$ cat src/sv/lwve_pkg.sv
// ----------------------------------------------------------------------------
// Lattice window vacancy energy: package
// Widths, codes, handshake structs and small helper functions.
// ----------------------------------------------------------------------------
package lwve_pkg;

    // Lattice geometry.
    localparam int MAX_DIM   = 32;
    localparam int COORD_W   = $clog2(MAX_DIM);
    localparam int EXT_W     = COORD_W + 1;
    localparam int ADDR_W    = 3 * COORD_W;
    localparam int SITE_COUNT = MAX_DIM * MAX_DIM * MAX_DIM;
    localparam logic [ADDR_W-1:0] ADDR_LAST = ADDR_W'(SITE_COUNT - 1);
    localparam logic [EXT_W-1:0]  EXT_MIN   = EXT_W'(4);
    localparam logic [EXT_W-1:0]  EXT_MAX   = EXT_W'(MAX_DIM);

    // Window walk.
    localparam logic [2:0] WIN_LAST  = 3'd6;
    localparam logic [EXT_W-1:0] WIN_HALF = EXT_W'(3);
    localparam int COUNT_W   = 9;
    localparam logic [COUNT_W-1:0] WIN_SITES = 9'd343;

    // Field widths.
    localparam int VALUE_W   = 8;
    localparam int ENERGY_W  = 22;
    localparam int CFG_IDX_W = 2;
    localparam int CFG_W     = 6;

    // Energy scaling: floor((2031616*count + 285) / 570) - 8192. Since
    // 2031616 = 3564*570 + 136, the quotient is 3564*count plus
    // floor((136*count + 285) / 570), and the small part stays below 2^16.
    localparam int QUOT_W       = ENERGY_W - 1;
    localparam int PART_W       = 16;
    localparam int RECIP_W      = 17;
    localparam int RECIP_SHIFT  = 26;
    localparam int RECIP_PROD_W = PART_W + RECIP_W;
    localparam logic [QUOT_W-1:0] STEP_QUOT  = 21'd3564;
    localparam logic [PART_W-1:0] STEP_REM   = 16'd136;
    localparam logic [PART_W-1:0] ROUND_BIAS = 16'd285;
    // Rounded-up 2^26 / 570; the quotient is exact for any 16-bit numerator.
    localparam logic [RECIP_W-1:0] RECIP_570 = 17'd117735;
    localparam logic [ENERGY_W-1:0] ENERGY_OFFSET  = 22'd8192;
    localparam logic [ENERGY_W-1:0] ENERGY_AT_ZERO = 22'h3FE000;

    // Input item kinds.
    localparam logic MODE_WRITE = 1'b0;
    localparam logic MODE_QUERY = 1'b1;

    // Configuration register indexes.
    localparam logic [CFG_IDX_W-1:0] CFG_SIZE_X = 2'd0;
    localparam logic [CFG_IDX_W-1:0] CFG_SIZE_Y = 2'd1;
    localparam logic [CFG_IDX_W-1:0] CFG_SIZE_Z = 2'd2;

    // Sequencer states.
    typedef enum logic [2:0] {
        ST_CLEAR,
        ST_IDLE,
        ST_REDUCE,
        ST_WALK,
        ST_DRAIN,
        ST_START,
        ST_WAIT
    } ctrl_state_t;

    typedef enum logic [1:0] {
        SC_IDLE,
        SC_SPLIT,
        SC_RECIP,
        SC_DONE
    } scale_state_t;

    // Request from the sequencer to the scaling unit.
    typedef struct packed {
        logic               start;
        logic [COUNT_W-1:0] count;
    } scale_req_t;

    // Finished result from the scaling unit.
    typedef struct packed {
        logic                       done;
        logic [COUNT_W-1:0]         count;
        logic signed [ENERGY_W-1:0] energy;
    } scale_rsp_t;

    // Clamp a size register to the legal extent range.
    function automatic logic [EXT_W-1:0] eff_extent(input logic [CFG_W-1:0] reg_val);
        logic [EXT_W-1:0] s;
        s = reg_val[EXT_W-1:0];
        if (reg_val < CFG_W'(EXT_MIN))
        begin
            s = EXT_MIN;
        end
        else if (reg_val > CFG_W'(EXT_MAX))
        begin
            s = EXT_MAX;
        end
        return s;
    endfunction

    // Step one site forward with wrap at the extent; c is below ext.
    function automatic logic [COORD_W-1:0] wrap_inc(input logic [COORD_W-1:0] c,
                                                    input logic [EXT_W-1:0] ext);
        logic [EXT_W-1:0] t;
        t = {1'b0, c} + EXT_W'(1);
        return (t == ext) ? '0 : t[COORD_W-1:0];
    endfunction

    // First window coordinate, three sites below c with wrap; c is below ext.
    function automatic logic [COORD_W-1:0] wrap_start(input logic [COORD_W-1:0] c,
                                                      input logic [EXT_W-1:0] ext);
        logic [EXT_W-1:0] t;
        t = {1'b0, c} + ext - WIN_HALF;
        if (t >= ext)
        begin
            t = t - ext;
        end
        return t[COORD_W-1:0];
    endfunction

endpackage

$ cat src/sv/lwve_ctrl.sv
// ----------------------------------------------------------------------------
// Lattice window sequencer
// Clears the lattice, reduces coordinates, writes sites and walks the window.
// ----------------------------------------------------------------------------
module lwve_ctrl (
    input  logic                          clk,
    input  logic                          rst_n,
    input  logic [lwve_pkg::CFG_W-1:0]    size_x,
    input  logic [lwve_pkg::CFG_W-1:0]    size_y,
    input  logic [lwve_pkg::CFG_W-1:0]    size_z,
    input  logic                          in_valid,
    output logic                          in_ready,
    input  logic                          in_mode,
    input  logic [lwve_pkg::COORD_W-1:0]  in_x,
    input  logic [lwve_pkg::COORD_W-1:0]  in_y,
    input  logic [lwve_pkg::COORD_W-1:0]  in_z,
    input  logic [lwve_pkg::VALUE_W-1:0]  in_value,
    output logic                          ram_we,
    output logic [lwve_pkg::ADDR_W-1:0]   ram_waddr,
    output logic                          ram_wdata,
    output logic [lwve_pkg::ADDR_W-1:0]   ram_raddr,
    input  logic                          ram_rdata,
    output lwve_pkg::scale_req_t          scale_req,
    input  logic                          handoff
);

    lwve_pkg::ctrl_state_t state_reg, state_next;
    logic [lwve_pkg::ADDR_W-1:0]  clr_reg, clr_next;
    logic                         rd_pend_reg, rd_pend_next;
    logic                         mode_reg, mode_next;
    logic                         occ_reg, occ_next;
    logic [lwve_pkg::COORD_W-1:0] cx_reg, cx_next, cy_reg, cy_next, cz_reg, cz_next;
    logic [lwve_pkg::COORD_W-1:0] ex_reg, ex_next, ey_reg, ey_next, ez_reg, ez_next;
    logic [lwve_pkg::COORD_W-1:0] sty_reg, sty_next, stz_reg, stz_next;
    logic [2:0]                   dx_reg, dx_next, dy_reg, dy_next, dz_reg, dz_next;
    logic [lwve_pkg::COUNT_W-1:0] count_reg, count_next;

    logic [lwve_pkg::EXT_W-1:0] sx, sy, sz;
    logic over_x, over_y, over_z;

    // Effective extents and the per-axis reduction compares.
    assign sx = lwve_pkg::eff_extent(size_x);
    assign sy = lwve_pkg::eff_extent(size_y);
    assign sz = lwve_pkg::eff_extent(size_z);
    assign over_x = ({1'b0, cx_reg} >= sx);
    assign over_y = ({1'b0, cy_reg} >= sy);
    assign over_z = ({1'b0, cz_reg} >= sz);

    // Control registers.
    always_ff @(posedge clk or negedge rst_n)
    begin
        if (!rst_n)
        begin
            state_reg   <= lwve_pkg::ST_CLEAR;
            clr_reg     <= '0;
            rd_pend_reg <= 1'b0;
        end
        else
        begin
            state_reg   <= state_next;
            clr_reg     <= clr_next;
            rd_pend_reg <= rd_pend_next;
        end
    end

    // Payload registers.
    always_ff @(posedge clk)
    begin
        mode_reg  <= mode_next;
        occ_reg   <= occ_next;
        cx_reg    <= cx_next;
        cy_reg    <= cy_next;
        cz_reg    <= cz_next;
        ex_reg    <= ex_next;
        ey_reg    <= ey_next;
        ez_reg    <= ez_next;
        sty_reg   <= sty_next;
        stz_reg   <= stz_next;
        dx_reg    <= dx_next;
        dy_reg    <= dy_next;
        dz_reg    <= dz_next;
        count_reg <= count_next;
    end

    // Next state and outputs.
    always_comb
    begin
        state_next   = state_reg;
        clr_next     = clr_reg;
        rd_pend_next = 1'b0;
        mode_next    = mode_reg;
        occ_next     = occ_reg;
        cx_next      = cx_reg;
        cy_next      = cy_reg;
        cz_next      = cz_reg;
        ex_next      = ex_reg;
        ey_next      = ey_reg;
        ez_next      = ez_reg;
        sty_next     = sty_reg;
        stz_next     = stz_reg;
        dx_next      = dx_reg;
        dy_next      = dy_reg;
        dz_next      = dz_reg;
        count_next   = count_reg;
        in_ready     = 1'b0;
        ram_we       = 1'b0;
        ram_waddr    = {cx_reg, cy_reg, cz_reg};
        ram_wdata    = occ_reg;
        ram_raddr    = {ex_reg, ey_reg, ez_reg};
        scale_req.start = 1'b0;
        scale_req.count = count_reg;

        // A window read issued last cycle returns its bit now.
        if (rd_pend_reg && !ram_rdata)
        begin
            count_next = count_reg + lwve_pkg::COUNT_W'(1);
        end

        case (state_reg)
            lwve_pkg::ST_CLEAR:
            begin
                // Sweep every site to empty, one per cycle.
                ram_we    = 1'b1;
                ram_waddr = clr_reg;
                ram_wdata = 1'b0;
                if (clr_reg == lwve_pkg::ADDR_LAST)
                begin
                    state_next = lwve_pkg::ST_IDLE;
                end
                else
                begin
                    clr_next = clr_reg + lwve_pkg::ADDR_W'(1);
                end
            end
            lwve_pkg::ST_IDLE:
            begin
                in_ready = 1'b1;
                if (in_valid)
                begin
                    mode_next  = in_mode;
                    occ_next   = |in_value;
                    cx_next    = in_x;
                    cy_next    = in_y;
                    cz_next    = in_z;
                    state_next = lwve_pkg::ST_REDUCE;
                end
            end
            lwve_pkg::ST_REDUCE:
            begin
                // Subtract the extent until every coordinate is in range.
                if (over_x || over_y || over_z)
                begin
                    if (over_x)
                    begin
                        cx_next = lwve_pkg::COORD_W'({1'b0, cx_reg} - sx);
                    end
                    if (over_y)
                    begin
                        cy_next = lwve_pkg::COORD_W'({1'b0, cy_reg} - sy);
                    end
                    if (over_z)
                    begin
                        cz_next = lwve_pkg::COORD_W'({1'b0, cz_reg} - sz);
                    end
                end
                else if (mode_reg == lwve_pkg::MODE_WRITE)
                begin
                    ram_we     = 1'b1;
                    state_next = lwve_pkg::ST_IDLE;
                end
                else
                begin
                    ex_next    = lwve_pkg::wrap_start(cx_reg, sx);
                    ey_next    = lwve_pkg::wrap_start(cy_reg, sy);
                    ez_next    = lwve_pkg::wrap_start(cz_reg, sz);
                    sty_next   = lwve_pkg::wrap_start(cy_reg, sy);
                    stz_next   = lwve_pkg::wrap_start(cz_reg, sz);
                    dx_next    = '0;
                    dy_next    = '0;
                    dz_next    = '0;
                    count_next = '0;
                    state_next = lwve_pkg::ST_WALK;
                end
            end
            lwve_pkg::ST_WALK:
            begin
                // One window site read per cycle, z fastest.
                rd_pend_next = 1'b1;
                if (dz_reg == lwve_pkg::WIN_LAST)
                begin
                    dz_next = '0;
                    ez_next = stz_reg;
                    if (dy_reg == lwve_pkg::WIN_LAST)
                    begin
                        dy_next = '0;
                        ey_next = sty_reg;
                        dx_next = dx_reg + 3'd1;
                        ex_next = lwve_pkg::wrap_inc(ex_reg, sx);
                        if (dx_reg == lwve_pkg::WIN_LAST)
                        begin
                            state_next = lwve_pkg::ST_DRAIN;
                        end
                    end
                    else
                    begin
                        dy_next = dy_reg + 3'd1;
                        ey_next = lwve_pkg::wrap_inc(ey_reg, sy);
                    end
                end
                else
                begin
                    dz_next = dz_reg + 3'd1;
                    ez_next = lwve_pkg::wrap_inc(ez_reg, sz);
                end
            end
            lwve_pkg::ST_DRAIN:
            begin
                // The last read is counted in this cycle.
                state_next = lwve_pkg::ST_START;
            end
            lwve_pkg::ST_START:
            begin
                scale_req.start = 1'b1;
                state_next      = lwve_pkg::ST_WAIT;
            end
            lwve_pkg::ST_WAIT:
            begin
                if (handoff)
                begin
                    state_next = lwve_pkg::ST_IDLE;
                end
            end
            default:
            begin
                state_next = lwve_pkg::ST_IDLE;
            end
        endcase
    end

endmodule

$ cat config.mk
export PLATFORM = sky130hd
export DESIGN_NAME = lwve_ctrl
export DESIGN_NICKNAME = d
export VERILOG_FILES = /design/src/sv/lwve_pkg.sv /design/src/sv/lwve_ctrl.sv
export SDC_FILE = /design/constraint.sdc
export NUM_CORES = 1
export LEC_CHECK = 0
export BUFFER_PORTS_ARGS = -buffer_cell sky130_fd_sc_hd__buf_2
export CAP_MARGIN = 20
export CORE_MARGIN = 2
export CORE_UTILIZATION = 45
export CTS_CLUSTER_DIAMETER = 200
export DETAILED_ROUTE_END_ITERATION = 8
export GPL_TIMING_DRIVEN = 0
export PLACE_DENSITY = 0.64
export SYNTH_ARGS = -nofsm -noshare
export SYNTH_HDL_FRONTEND = slang
export SYNTH_SLANG_ARGS = --single-unit
$ cat constraint.sdc
create_clock -name clk -period 6 [get_ports clk]
set_clock_uncertainty 0.2 [all_clocks]
set_input_delay 0.6 -clock clk [delete_from_list [all_inputs] [get_ports clk]]
set_output_delay 0.6 -clock clk [all_outputs]
set_load 0.02 [all_outputs]
* Word-level counts from Yosys, hierarchy flattened
Index checks and enable logic that the tools add are counted.
Operators by class: mux-type cells 69, bitwise logic cells 2, equal/unequal tests 25, reductions and logical operators 18, add/sub/neg operators 20, magnitude comparators 12
Operators with widths (number):
- $mux 5 | 26
- $pmux 5 s2 | 6
- $mux 3 | 14
- $mux 6 | 6
- $mux 9 | 4
- $sub 5x5->5 | 6
- $ne 2x2->1 const B | 12
- $pmux 3 s7 | 1
- $add 5x1->6 const B | 3
- $add 5x6->6 | 3
- $eq 3x3->1 const B | 6
- $eq 6x6->1 | 3
- $ge 5x6->1 | 3
- $ge 6x6->1 | 3
- $gt 6x6->1 const B | 3
- $lt 6x3->1 const B | 3
- $pmux 3 s2 | 3
- $sub 6x2->6 const B | 3
- $reduce_and 4->1 | 4
- $add 15x1->15 const B | 1
- $eq 15x15->1 const B | 1
- $mux 15 | 1
- $add 3x1->3 const B | 3
- $add 9x1->9 const B | 1
- other kinds (16) | 27
Word-level totals: register bits 79, input bits 47, output and inout port bits 43, word-level logic and storage cells 163

* Longest topological paths before layout
Gate-level depths: netlist of run 1.
depth in word-level cells 10, gate-level depth with buffers 18, mapped depth without buffers 18

* Worst setup path after synthesis of run 1
No wires, ideal clock.
path type in2reg, start input size_z[3] (netlist bit), end register ez_reg[4] (netlist bit), data pin, path buffers 0, path slack 1.756 ns, data arrival time 3.788 ns, stages 15, cells stage by stage or3_1 -> and3_1 -> inv_1 -> ha_1 -> inv_1 -> ha_1 -> inv_1 -> fa_1 -> xnor2_1 -> ha_1 -> and3_1 -> o31ai_1 -> a31oi_1 -> mux2_2 -> o211a_1
On the way: word-level cells in the longest chain between the ends 10, elaborated cells between the ends (all ways) 15, classes of those cells add/sub (3); order compare (3); eq/ne (1); mux (8)
RTL lines:
- start, declared | RTL line lwve_ctrl.sv:10 | input logic [lwve_pkg::CFG_W-1:0] size_z,
- $gt 6x6->1 | RTL line lwve_pkg.sv:93 | else if (reg_val > CFG_W'(EXT_MAX))
- $mux 6 | RTL line lwve_pkg.sv:93
- $mux 6 (*) | RTL line lwve_pkg.sv:89 | if (reg_val < CFG_W'(EXT_MIN))
- $add 5x6->6 | RTL line lwve_pkg.sv:112 | t = {1'b0, c} + ext - WIN_HALF;
- $sub 6x2->6 | RTL line lwve_pkg.sv:112
- $sub 5x5->5 or $ge 6x6->1 (tied branches) | RTL line lwve_pkg.sv:115, lwve_pkg.sv:113
- $mux 5 | RTL line lwve_pkg.sv:113 | if (t >= ext)
- $mux 5 | RTL line lwve_ctrl.sv:166 | else if (mode_reg == lwve_pkg::MODE_WRITE)
- $mux 5 | RTL line lwve_ctrl.sv:151 | if (over_x || over_y || over_z)
- $pmux 5 s2 (*) | RTL line lwve_ctrl.sv:119 | case (state_reg)
- via ez_next (one bit) | RTL line lwve_ctrl.sv:33 | logic [lwve_pkg::COORD_W-1:0] ex_reg, ex_next, ey_reg, ey_next, ez_reg, ez_next;
- end signal, assigned | RTL line lwve_ctrl.sv:76 | ez_reg <= ez_next;
- end, declared | RTL line lwve_ctrl.sv:33
Mark *: on every way through the listed nets, which the timed path passes. The rest lies on a longest branch. The select of a mux whose other input is x is not followed. A chain may end at the register's enable or synchronous reset.

* Worst setup path in the final report of run 1
start input size_y[5] (netlist bit), end register ey_reg[2] (netlist bit), data pin
On the way: word-level cells in the longest chain between the ends 10, elaborated cells between the ends (all ways) 16, classes of those cells add/sub (3); order compare (3); eq/ne (1); mux (9)
RTL lines:
- start, declared | RTL line lwve_ctrl.sv:9 | input logic [lwve_pkg::CFG_W-1:0] size_y,
- $gt 6x6->1 | RTL line lwve_pkg.sv:93
- $mux 6 | RTL line lwve_pkg.sv:93
- $mux 6 (*) | RTL line lwve_pkg.sv:89
- $add 5x6->6 | RTL line lwve_pkg.sv:112
- $sub 6x2->6 | RTL line lwve_pkg.sv:112
- $sub 5x5->5 or $ge 6x6->1 (tied branches) | RTL line lwve_pkg.sv:115, lwve_pkg.sv:113
- $mux 5 | RTL line lwve_pkg.sv:113
- $mux 5 | RTL line lwve_ctrl.sv:166
- $mux 5 | RTL line lwve_ctrl.sv:151
- $pmux 5 s2 (*) | RTL line lwve_ctrl.sv:119
- via ey_next (one bit) | RTL line lwve_ctrl.sv:33
- end signal, assigned | RTL line lwve_ctrl.sv:75 | ey_reg <= ey_next;
- end, declared | RTL line lwve_ctrl.sv:33
Marked as above.

==> flow_metrics.env, run 1 <==
export IMPL_synth_most_common_cell="sky130_fd_sc_hd__nand2_1"
export IMPL_finish_net_count=936
export IMPL_maxCapViolations=0
export IMPL_min_path_type="in2reg"
export IMPL_core_area_um2=13900
export IMPL_pin_count_of_the_biggest_net_entering_global_routing=20
export IMPL_initialDrtViolationCount=287
export IMPL_timing_critical_path_slowest_cell_delay_ns=0.68
export IMPL_synth_top_cells_by_count="sky130_fd_sc_hd__nand2_1 (84), sky130_fd_sc_hd__ha_1 (66), sky130_fd_sc_hd__inv_1 (63)"
export IMPL_placement_rows=43
export IMPL_insertion_delay_ns=0.35
export IMPL_post_cts_repair_setup_buffers=0
export IMPL_final_min_clock_period_ns=4.78
export IMPL_tritoncts="built"
export IMPL_place_inst=987
export IMPL_max_freq_mhz=209
export IMPL_timing_critical_path_slowest_stage_cell="sky130_fd_sc_hd__a211oi_1"
export IMPL_cts_made_buffers=9
export IMPL_hold_violations=0
export IMPL_synth_adder_area_share_pct=15.0
export IMPL_synth_top_flop_cell="sky130_fd_sc_hd__edfxtp_1"
export IMPL_vias=5550
export IMPL_start_to_end_type_of_the_worst_setup_path="in2reg"
export IMPL_num_io_pins=90
export IMPL_die_w_um=124
export IMPL_synth_seq_area_share_pct=34.0
export IMPL_post_synthesis_simple_gate_area_fraction_pct=18.5
export IMPL_status="complete, no violations"
export IMPL_ys_seq_elements=79
export IMPL_cts_htree_levels=3
export IMPL_initial_core_util_pct=46.2
export IMPL_post_route_cells_drive_above_1_share_pct=16.3
export IMPL_yosys_top_cells_area="sky130_fd_sc_hd__edfxtp_1 (24%), sky130_fd_sc_hd__ha_1 (13%), sky130_fd_sc_hd__dfrtp_1 (7.4%), sky130_fd_sc_hd__xnor2_1 (6.1%), sky130_fd_sc_hd__nand2_1 (4.9%)"
export IMPL_synthesis_yosys_warnings=0
export IMPL_finalNonFillerCells=1004
export IMPL_floorplan_die_area_um2=15300
export IMPL_timing_final_crit_share_pct=79.6
export IMPL_globalplace_congestion=0.916
export IMPL_post_cts_resized=0
export IMPL_cell_type_group_with_the_largest_total_delay_on_the_critical_path="compound AO/OA/AOI/OAI gates"
export IMPL_tritoncts_num_sinks=79
export IMPL_cts_buffer_depth=2
export IMPL_detailedPlace_worstSlack_ns=0.955
export IMPL_detailed_place_hpwl_um=12800
export IMPL_largest_reg_flops=15
export IMPL_count_of_hold_buffers_inserted_by_post_cts_repair=1
export IMPL_critical_path_n_buffers_inverters=3
export IMPL_timing_critical_path_fanout_max=10
export IMPL_slew_of_the_pin_with_the_lowest_slew_margin_ns=1.05
export IMPL_synth_top_cell_area_share_pct=23.8
export IMPL_clkTransAtPathRegs_ns=0.07
export IMPL_global_route_wire_length_before_repair_um=25800
export IMPL_synthesized_netlist_net_count=835
export IMPL_mux_share_of_post_synthesis_cell_area_pct=2.31
export IMPL_cell_occurring_most_often_along_the_worst_timing_path="sky130_fd_sc_hd__ha_1"
export IMPL_finish_instance_area_um2=7400
export IMPL_netlist_top_cell_by_area="sky130_fd_sc_hd__edfxtp_1"
export IMPL_post_route_drc_count=0
export IMPL_synth_cell_types=68
export IMPL_synth_area_in_xor_xnor_pct=10.1
export IMPL_critical_path_endpoint_type="flip-flop"
export IMPL_grt_use_total_pct=21.8
export IMPL_critical_path_cell_chain="buf_2, buf_1, nand2b_1, ha_1, inv_1, ha_1, and4b_1, a31oi_1, o311a_1, nand2_1, ha_1, a211o_1, nor3_1, a211oi_1, o21ai_0, xnor2_1, a2bb2oi_1"
export IMPL_dieHeight_um=124
export IMPL_rsz0062_at_grt="false"
export IMPL_synthToLayoutAreaGrowth_pct=14.9
export IMPL_setup_ws_ns=1.22
export IMPL_nFillCells=1314
export IMPL_cellLeakagePower_nw=3.33
export IMPL_post_drt_wl_per_cell_um=16.2
export IMPL_post_drt_via_cell_ratio=5.53
export IMPL_cp_data_arrival_time_ns=4.78
export IMPL_grt_remaining_overflow=0
export IMPL_synth_compound_area_share_pct=15.2
export IMPL_antenna_found_initial=0
export IMPL_io_buffer_count=89
export IMPL_drt_pass1_iter_count=4
export IMPL_power_ir_vdd_worst_mv=0.238
export IMPL_ctsRootBufferMaster="sky130_fd_sc_hd__clkbuf_16"
export IMPL_route_antenna_remaining_nets=0
export IMPL_powerDensity_nw_per_um2=468
export IMPL_mappedNetlistArea_um2=6440
export IMPL_worst_ep_required_time_ns=6.00
export IMPL_detailed_place_area_um2=7110
export IMPL_postSynth_asyncResetShare_pct=24.1
export IMPL_syn_inst=718
export IMPL_drv_slew=0
export IMPL_synth_edff_count=51
export IMPL_num_antenna_cells=0
export IMPL_final_number_of_setup_violating_endpoints=0
export IMPL_timing_slew_headroom_pct=29.4
export IMPL_tns_ns=0
export IMPL_main_combinational_cell_family_by_area_after_synthesis="simple AND/OR/NAND/NOR gates"
export IMPL_category_of_the_worst_setup_path_launch_point="input pin"
export IMPL_synth_avg_cell_area_um2=8.96
export IMPL_wl_um=16200
export IMPL_first_global_vias=5395
[layout make-up]
| type | instances | area (um^2) | share of cell area, % |
|---|---|---|---|
| plain buffers | 19 | 81.3 | 1.10 |
| clock buffers | 10 | 229 | 3.10 |
| clock inverters | 6 | 51.3 | 0.694 |
| inverters | 63 | 236 | 3.20 |
| multi-input cells | 557 | 3930 | 53.1 |
| flip-flops and latches | 79 | 2190 | 29.6 |
| well taps | 180 | 225 | 3.04 |
| repair buffers | 90 | 455 | 6.16 |
[worst register-to-register path, cell delays in order (launching register included)]
cell and delay (ns):
sky130_fd_sc_hd__edfxtp_1 0.53, sky130_fd_sc_hd__or2_2 0.33, sky130_fd_sc_hd__o221a_2 0.31, sky130_fd_sc_hd__xor2_1 0.17
sky130_fd_sc_hd__ha_1 0.21, sky130_fd_sc_hd__a21oi_1 0.20, sky130_fd_sc_hd__o21ai_0 0.12, sky130_fd_sc_hd__a21oi_1 0.17
sky130_fd_sc_hd__xnor2_1 0.15, sky130_fd_sc_hd__ha_1 0.20, sky130_fd_sc_hd__a211o_1 0.14, sky130_fd_sc_hd__nor3_1 0.06
sky130_fd_sc_hd__a211oi_1 0.68, sky130_fd_sc_hd__o21ai_0 0.25, sky130_fd_sc_hd__xnor2_1 0.33, sky130_fd_sc_hd__a2bb2oi_1 0.18
[worst paths after layout]
kind / startpoint / endpoint / cells after the start / slack, ns
worst max-delay path: size_y[5] / ey_reg[2]$_DFFE_PP_ / 17 / 1.22
worst max register to register: cy_reg[2]$_DFFE_PP_ / ey_reg[2]$_DFFE_PP_ / 15 / 1.64
worst min-delay path: in_mode / mode_reg$_DFFE_PP_ / 1 / 0.23
worst min register to register: clr_reg[14]$_DFFE_PN0P_ / clr_reg[14]$_DFFE_PN0P_ / 2 / 0.28
min in group asynchronous: rst_n / rd_pend_reg$_DFF_PN0_ / 2 / 0.54
max in group asynchronous: rst_n / clr_reg[8]$_DFFE_PN0P_ / 2 / 4.74
[routing by layer]
metal,up-vias,part of all wire [%],global-route usage [%]
met3,29,4.2,2.84
met2,136,49,38.1
met4,0,2.5,8.74
li1,2744,-,-
met1,2641,45,27.3
met5,-,0,0
[logic make-up after synthesis]
logic type | count (synthesis)
muxes | 14
and+or+nand+nor | 244
DFF | 79
xor gates and xnor gates | 74
adders and majority gates | 76
buffers and inverters | 82
AOI/OAI and AO/OA | 149
[layout by cell type (no fill, tap or decap), types with 5 or more instances in the layout]
| master | n |
|---|---|
| sky130_fd_sc_hd__nor2_1 | 56 |
| sky130_fd_sc_hd__nor4_1 | 7 |
| sky130_fd_sc_hd__a211oi_1 | 8 |
| sky130_fd_sc_hd__mux2_2 | 7 |
| sky130_fd_sc_hd__maj3_1 | 6 |
| sky130_fd_sc_hd__edfxtp_1 | 51 |
| sky130_fd_sc_hd__o21bai_1 | 6 |
| sky130_fd_sc_hd__xor2_1 | 29 |
| sky130_fd_sc_hd__clkbuf_16 | 9 |
| sky130_fd_sc_hd__nor2b_1 | 9 |
| sky130_fd_sc_hd__nand2b_1 | 12 |
| sky130_fd_sc_hd__nor3_1 | 14 |
| sky130_fd_sc_hd__ha_1 | 66 |
| sky130_fd_sc_hd__and3_1 | 7 |
| sky130_fd_sc_hd__buf_2 | 91 |
| sky130_fd_sc_hd__a21oi_1 | 32 |
| sky130_fd_sc_hd__and2_1 | 5 |
| sky130_fd_sc_hd__dfxtp_1 | 9 |
| sky130_fd_sc_hd__nand2_1 | 84 |
| sky130_fd_sc_hd__inv_1 | 63 |
| sky130_fd_sc_hd__a2bb2oi_1 | 5 |
| sky130_fd_sc_hd__nand4_1 | 7 |
| sky130_fd_sc_hd__clkbuf_1 | 14 |
| sky130_fd_sc_hd__nand3_1 | 18 |
| sky130_fd_sc_hd__mux2i_1 | 7 |
| sky130_fd_sc_hd__xnor2_1 | 45 |
| sky130_fd_sc_hd__o21ai_0 | 41 |
| sky130_fd_sc_hd__a21o_1 | 5 |
| sky130_fd_sc_hd__or3_1 | 5 |
| sky130_fd_sc_hd__dfrtp_1 | 19 |
| sky130_fd_sc_hd__or2_2 | 9 |
| sky130_fd_sc_hd__a31oi_1 | 7 |
[metrics by stage]
stage | hold WS, ns | total power, mW | util (%)
final | 0.235 | 3.46 | 53.1
after global routing | 0.226 | 3.73 | 53.1
after CTS | 0.220 | 3.47 | 53.1
after detailed placement | 0.270 | 2.92 | 51.0
after global placement | 0.261 | 2.86 | 51.0
after floorplan | 0.104 | 2.40 | -
[where the power goes]
group | internal (mW) | total, mW | switching [mW]
clock network | 0.286 | 0.528 | 0.242
registers | 0.788 | 0.891 | 0.103
logic | 0.849 | 2.04 | 1.19
total | 1.92 | 3.46 | 1.54
Note: power is estimated with default switching activity, not from simulation.
==> inputs of run 2 (changes only) <==
PLACE_DENSITY = 0.67   (was 0.64)
clock period = 4.2 ns   (was 6 ns; I/O delays follow)
==> flow_metrics.env, run 2 (synthesis results as in run 1) <==
export IMPL_status="complete, no violations"
export IMPL_post_route_drc_count=0
export IMPL_critical_path_cell_chain="buf_2, or3_1, and3_2, inv_1, ha_1, inv_1, ha_1, inv_1, fa_2, xnor2_2, ha_1, and3_1, o31ai_1, a31oi_2, buf_4, mux2_4, nor2_1, a311oi_2"
export IMPL_nFillCells=1327
export IMPL_global_route_wire_length_before_repair_um=25300
export IMPL_tns_ns=0
export IMPL_first_global_vias=5047
export IMPL_floorplan_die_area_um2=15300
export IMPL_layout_common_cells="sky130_fd_sc_hd__buf_2 (91), sky130_fd_sc_hd__nand2_1 (84), sky130_fd_sc_hd__ha_1 (66)"
export IMPL_ctsRootBufferMaster="sky130_fd_sc_hd__clkbuf_16"
export IMPL_cell_type_group_with_the_largest_total_delay_on_the_critical_path="adder cells"
export IMPL_start_to_end_type_of_the_worst_setup_path="in2reg"
export IMPL_finish_net_count=939
export IMPL_antenna_found_initial=0
export IMPL_drt_pass1_iter_count=5
export IMPL_initial_core_util_pct=46.2
export IMPL_route_antenna_remaining_nets=0
export IMPL_hold_violations=0
export IMPL_power_ir_vdd_worst_mv=0.335
export IMPL_num_io_pins=90
export IMPL_timing_critical_path_fanout_max=4
export IMPL_critical_path_n_buffers_inverters=5
export IMPL_max_freq_mhz=247
export IMPL_tritoncts_num_sinks=79
export IMPL_initialDrtViolationCount=272
export IMPL_final_common_cell="sky130_fd_sc_hd__buf_2"
export IMPL_drv_slew=0
export IMPL_powerDensity_nw_per_um2=675
export IMPL_grt_use_total_pct=21.6
export IMPL_timing_final_crit_share_pct=96.6
export IMPL_fin_worst_hold_slack_ns=0.0509
export IMPL_maxCapViolations=0
export IMPL_timing_critical_path_slowest_stage_cell="sky130_fd_sc_hd__or3_1"
export IMPL_cp_data_arrival_time_ns=3.91
export IMPL_insertion_delay_ns=0.35
export IMPL_timing_slew_headroom_pct=33.7
export IMPL_critical_path_endpoint_type="flip-flop"
export IMPL_vias=5423
export IMPL_cts_buffer_depth=2
export IMPL_dieHeight_um=124
export IMPL_cellLeakagePower_nw=3.38
export IMPL_min_path_type="in2reg"
export IMPL_worst_ep_required_time_ns=4.05
export IMPL_tritoncts="built"
export IMPL_final_number_of_setup_violating_endpoints=0
export IMPL_category_of_the_worst_setup_path_launch_point="input pin"
export IMPL_cts_made_buffers=9
export IMPL_globalplace_congestion=0.861
export IMPL_synthToLayoutAreaGrowth_pct=16.4
export IMPL_pin_count_of_the_biggest_net_entering_global_routing=20
export IMPL_die_w_um=124
export IMPL_timing_critical_path_slowest_cell_delay_ns=0.38
export IMPL_slew_of_the_pin_with_the_lowest_slew_margin_ns=0.982
export IMPL_post_route_cells_drive_above_1_share_pct=17.8
export IMPL_placement_rows=43
export IMPL_wl_um=15800
export IMPL_post_drt_via_cell_ratio=5.39
export IMPL_grt_remaining_overflow=0
export IMPL_post_drt_wl_per_cell_um=15.7
export IMPL_clkTransAtPathRegs_ns=0.07
export IMPL_cts_htree_levels=3
export IMPL_largest_reg_flops=15
export IMPL_num_antenna_cells=0
export IMPL_detailed_place_hpwl_um=12200
export IMPL_final_min_clock_period_ns=4.06
export IMPL_io_buffer_count=89
export IMPL_core_area_um2=13900
## run 2: changes by cell type in the layout (fill, tap and decap cells not counted), sizes merged
cell,change
clkinvlp,-1
clkinv,+1
buf,+2
clkbuf,+2
inv,-1
## run 2: layer usage
layer	wire, um	vias up	part of all wire [%]	track usage [%]
met5	0	-	0	0
met4	233	0	1.5	6.04
met3	515	20	3.3	3.11
met2	7680	103	49	37.1
met1	7370	2549	47	28.4
li1	-	2751	-	-
## run 2: worst register-to-register path, cell delays in order (launching register included)
cell                        delay [ns]
sky130_fd_sc_hd__edfxtp_1         0.51
sky130_fd_sc_hd__or2_2            0.32
sky130_fd_sc_hd__o221a_2          0.31
sky130_fd_sc_hd__xor2_1           0.17
sky130_fd_sc_hd__ha_1             0.35
sky130_fd_sc_hd__and2_1           0.17
sky130_fd_sc_hd__a2111oi_1        0.80
sky130_fd_sc_hd__o31ai_1          0.18
sky130_fd_sc_hd__or2_2            0.30
sky130_fd_sc_hd__a31o_2           0.27
sky130_fd_sc_hd__a2bb2oi_1        0.13
## run 2: worst paths after layout
path	start	end	slack [ns]	cells past startpoint
worst max-delay path	size_z[3]	ez_reg[1]$_DFFE_PP_	0.14	18
worst min-delay path	in_mode	mode_reg$_DFFE_PP_	0.05	1
worst max register to register	cy_reg[2]$_DFFE_PP_	ey_reg[4]$_DFFE_PP_	0.23	10
worst min register to register	clr_reg[14]$_DFFE_PN0P_	clr_reg[14]$_DFFE_PN0P_	0.28	2
max in group asynchronous	rst_n	clr_reg[3]$_DFFE_PN0P_	3.11	2
min in group asynchronous	rst_n	clr_reg[4]$_DFFE_PN0P_	0.37	2
## run 2: stage by stage
step                      total power [mW]  cell area [um^2]  instances  utilization [%]  setup slack [ns]
after floorplan                       3.43              6440        718                -             0.136
after global placement                4.12              7110        987             51.0            -0.620
after detailed placement              4.14              7110        987             51.0            -0.603
after CTS                             4.95              7410       1004             53.2           0.00880
after global routing                  5.46              7490       1007             53.8          -0.00600
final                                 5.06              7490       1007             53.8             0.145
## run 2: repair_timing
action	CTS	global route
hold buffers	1	0
setup endpoints to repair	10	21
endpoints found under the hold margin	19	0
pin swaps	0	4
resized for setup	1	14
setup buffers	0	3
## run 2: final cells by class
class	count	area, um^2	share of cell area [%]
flip-flops and latches	79	2190	29.2
multi-input cells	557	3990	53.3
repair buffers	93	478	6.38
inverters	63	236	3.16
clock buffers	11	254	3.39
well taps	180	225	3.01
plain buffers	19	82.6	1.10
clock inverters	5	38.8	0.518
## run 2: where the power goes
part / leakage [nW] / switching (mW) / total (mW) / internal (mW)
combinational: 2.45 / 1.72 / 3.00 / 1.29
sequential: 0.792 / 0.146 / 1.27 / 1.13
clock: 0.146 / 0.340 / 0.781 / 0.441
total: 3.38 / 2.21 / 5.06 / 2.85
==> inputs of run 3 (changes only) <==
ABC_AREA = 1   (was default)
CORE_ASPECT_RATIO = 0.75   (was default)
CORE_UTILIZATION = 54   (was 45)
PLACE_DENSITY = 0.77   (was 0.67)
==> flow_metrics.env, run 3 <==
export IMPL_tritoncts_num_sinks=79
export IMPL_post_route_drc_count=0
export IMPL_start_to_end_type_of_the_worst_setup_path="in2reg"
export IMPL_final_min_clock_period_ns=3.97
export IMPL_yosys_top_cells_area="sky130_fd_sc_hd__edfxtp_1 (23%), sky130_fd_sc_hd__ha_1 (12%), sky130_fd_sc_hd__nand2_1 (11%), sky130_fd_sc_hd__inv_1 (8.0%), sky130_fd_sc_hd__dfrtp_1 (7.1%)"
export IMPL_timing_critical_path_slowest_stage_cell="sky130_fd_sc_hd__ha_1"
export IMPL_drv_slew=0
export IMPL_num_io_pins=90
export IMPL_critical_path_endpoint_type="flip-flop"
export IMPL_ctsRootBufferMaster="sky130_fd_sc_hd__clkbuf_16"
export IMPL_detailedPlace_worstSlack_ns=-0.232
export IMPL_route_antenna_remaining_nets=0
export IMPL_postSynth_asyncResetShare_pct=24.1
export IMPL_category_of_the_worst_setup_path_launch_point="input pin"
export IMPL_setup_ws_ns=0.226
export IMPL_power_ir_vdd_worst_mv=0.240
export IMPL_netlist_top_cell_by_area="sky130_fd_sc_hd__edfxtp_1"
export IMPL_syn_inst=894
export IMPL_cts_htree_levels=3
export IMPL_synthesized_netlist_net_count=1011
export IMPL_global_route_wire_length_before_repair_um=26200
export IMPL_io_buffer_count=89
export IMPL_vias=5902
export IMPL_post_drt_wl_per_cell_um=13.5
export IMPL_place_inst=1150
export IMPL_min_path_type="in2reg"
export IMPL_synth_top_cells_by_count="sky130_fd_sc_hd__nand2_1 (203), sky130_fd_sc_hd__inv_1 (144), sky130_fd_sc_hd__nor2_1 (85)"
export IMPL_timing_critical_path_slowest_cell_delay_ns=0.39
export IMPL_max_freq_mhz=252
export IMPL_timing_final_crit_share_pct=94.6
export IMPL_synth_top_cell_area_share_pct=22.8
export IMPL_status="complete, no violations"
export IMPL_cts_buffer_depth=2
export IMPL_cellLeakagePower_nw=4.05
export IMPL_setup_reg_to_reg_worst_slack_ns=0.50
export IMPL_worst_ep_required_time_ns=4.20
export IMPL_slew_of_the_pin_with_the_lowest_slew_margin_ns=0.776
export IMPL_placement_rows=35
export IMPL_timing_slew_headroom_pct=48.1
export IMPL_cp_data_arrival_time_ns=3.97
export IMPL_timing_critical_path_fanout_max=7
export IMPL_globalplace_congestion=0.932
export IMPL_synth_most_common_cell="sky130_fd_sc_hd__nand2_1"
export IMPL_synth_top_flop_cell="sky130_fd_sc_hd__edfxtp_1"
export IMPL_pin_count_of_the_biggest_net_entering_global_routing=20
export IMPL_tritoncts="built"
export IMPL_finish_net_count=1114
export IMPL_powerDensity_nw_per_um2=278
export IMPL_post_drt_via_cell_ratio=5.05
export IMPL_num_antenna_cells=0
export IMPL_wl_um=15800
export IMPL_mappedNetlistArea_um2=6720
export IMPL_maxCapViolations=0
export IMPL_synth_edff_count=51
export IMPL_cts_made_buffers=9
export IMPL_clkTransAtPathRegs_ns=0.06
export IMPL_synth_cell_types=44
export IMPL_final_number_of_setup_violating_endpoints=0
export IMPL_core_area_um2=12200
export IMPL_cell_occurring_most_often_along_the_worst_timing_path="sky130_fd_sc_hd__nand2_1"
export IMPL_layout_common_cells="sky130_fd_sc_hd__nand2_1 (203), sky130_fd_sc_hd__inv_1 (144), sky130_fd_sc_hd__buf_2 (90)"
export IMPL_antenna_found_initial=0
export IMPL_hold_violations=0
export IMPL_die_w_um=133
export IMPL_r2r_cells=15
export IMPL_final_common_cell="sky130_fd_sc_hd__nand2_1"
export IMPL_initialDrtViolationCount=381
export IMPL_tns_ns=0
export IMPL_hold_path_cell_count=1
export IMPL_detailed_place_hpwl_um=12700
export IMPL_post_route_cells_drive_above_1_share_pct=16.6
export IMPL_drt_pass1_iter_count=5
export IMPL_synthesis_yosys_warnings=0
export IMPL_critical_path_cell_chain="buf_2, nor2_1, nand2_1, o31ai_1, nand2_1, ha_1, inv_2, ha_1, a21oi_1, nand2_1, xor2_1, ha_1, nand2_1, inv_1, a221oi_4, nand3_4, a21oi_1, nand2_1, nand2_1"
export IMPL_fin_worst_hold_slack_ns=0.0736
export IMPL_synth_seq_area_share_pct=32.6
export IMPL_dieHeight_um=101
export IMPL_grt_use_total_pct=24.5
export IMPL_ys_seq_elements=79
export IMPL_synthToLayoutAreaGrowth_pct=15.3
export IMPL_grt_remaining_overflow=0
export IMPL_first_global_vias=5481
export IMPL_finish_utilization_pct=63.4
export IMPL_insertion_delay_ns=0.33
export IMPL_finalNonFillerCells=1168
export IMPL_synth_avg_cell_area_um2=7.51
export IMPL_largest_reg_flops=15
export IMPL_floorplan_die_area_um2=13400
export IMPL_initial_core_util_pct=55.0
-- run 3: cell types whose count changed in the layout (fill, tap and decap cells not counted), sizes merged, moves of 8 or more --
| cell | delta |
|---|---|
| nand2b | -12 |
| nor2b | -9 |
| nand2 | +137 |
| o21ai | +12 |
| xnor2 | -28 |
| and3 | -8 |
| xor2 | +19 |
| nor2 | +35 |
| a211oi | -8 |
| inv | +95 |
| nand3 | +40 |
-- run 3: critical path, delay by kind of cell --
family	cells	cell delay [ns]
adder cells (fa/ha/maj)	3	1.06
buffers and inverters	3	0.28
XOR/XNOR	1	0.16
AO/OA/AOI/OAI	4	1.17
AND/OR/NAND/NOR	8	0.92
-- run 3: worst paths after layout --
path | startpoint | to
worst max-delay path | size_z[3] | ez_reg[4]$_DFFE_PP_
worst min-delay path | in_mode | mode_reg$_DFFE_PP_
worst max register to register | cz_reg[1]$_DFFE_PP_ | ez_reg[4]$_DFFE_PP_
worst min register to register | clr_reg[14]$_DFFE_PN0P_ | clr_reg[14]$_DFFE_PN0P_
max in group asynchronous | rst_n | state_reg[0]$_DFFE_PN0P_
min in group asynchronous | rst_n | clr_reg[2]$_DFFE_PN0P_
-- run 3: cell families after synthesis --
logic type | count (synthesis) | synth area share, %
AND/OR/NAND/NOR | 407 | 27.3
buffers and inverters | 173 | 9.93
AO/OA/AOI/OAI | 100 | 8.25
XOR/XNOR | 65 | 8.48
adder cells (fa/ha/maj) | 70 | 13.5
flip-flops | 79 | 32.6
-- run 3: area by class of cell --
class / count / area, um^2
Multi-Input combinational cell: 642 / 3890
Clock buffer: 11 / 264
Clock inverter: 5 / 61.3
Sequential cell: 79 / 2190
Buffer: 13 / 63.8
Inverter: 160 / 603
Fill cell: 1084 / 4470
Tap cell: 166 / 208
Timing Repair Buffer: 92 / 468
-- run 3: report_power, final --
part	leakage, nW	internal (mW)	switching [mW]
combinational	3.11	0.178	0.285
sequential	0.778	0.850	0.00130
clock	0.161	0.516	0.320
-- run 3: through the flow --
step	cell area, um^2	total power [mW]
floorplan	6720	1.19
global placement	7370	1.29
detailed placement	7370	1.31
CTS	7710	2.15
global route	7740	2.26
finish	7740	2.15
-- run 3: timing repair --
item | CTS | global route
hold endpoints to repair | 19 | 0
resized for setup | 0 | 5
setup buffers | 0 | 1
endpoints found under the setup margin | 0 | 10
hold buffers | 1 | 0
-- run 3: layer usage --
metal	part of all wire (%)	GRT usage, %	up-vias
li1	-	-	3060
met1	51	35.8	2656
met2	42	37.6	173
met3	5.8	4.83	13
met4	1.0	5.87	0
met5	0	0	-
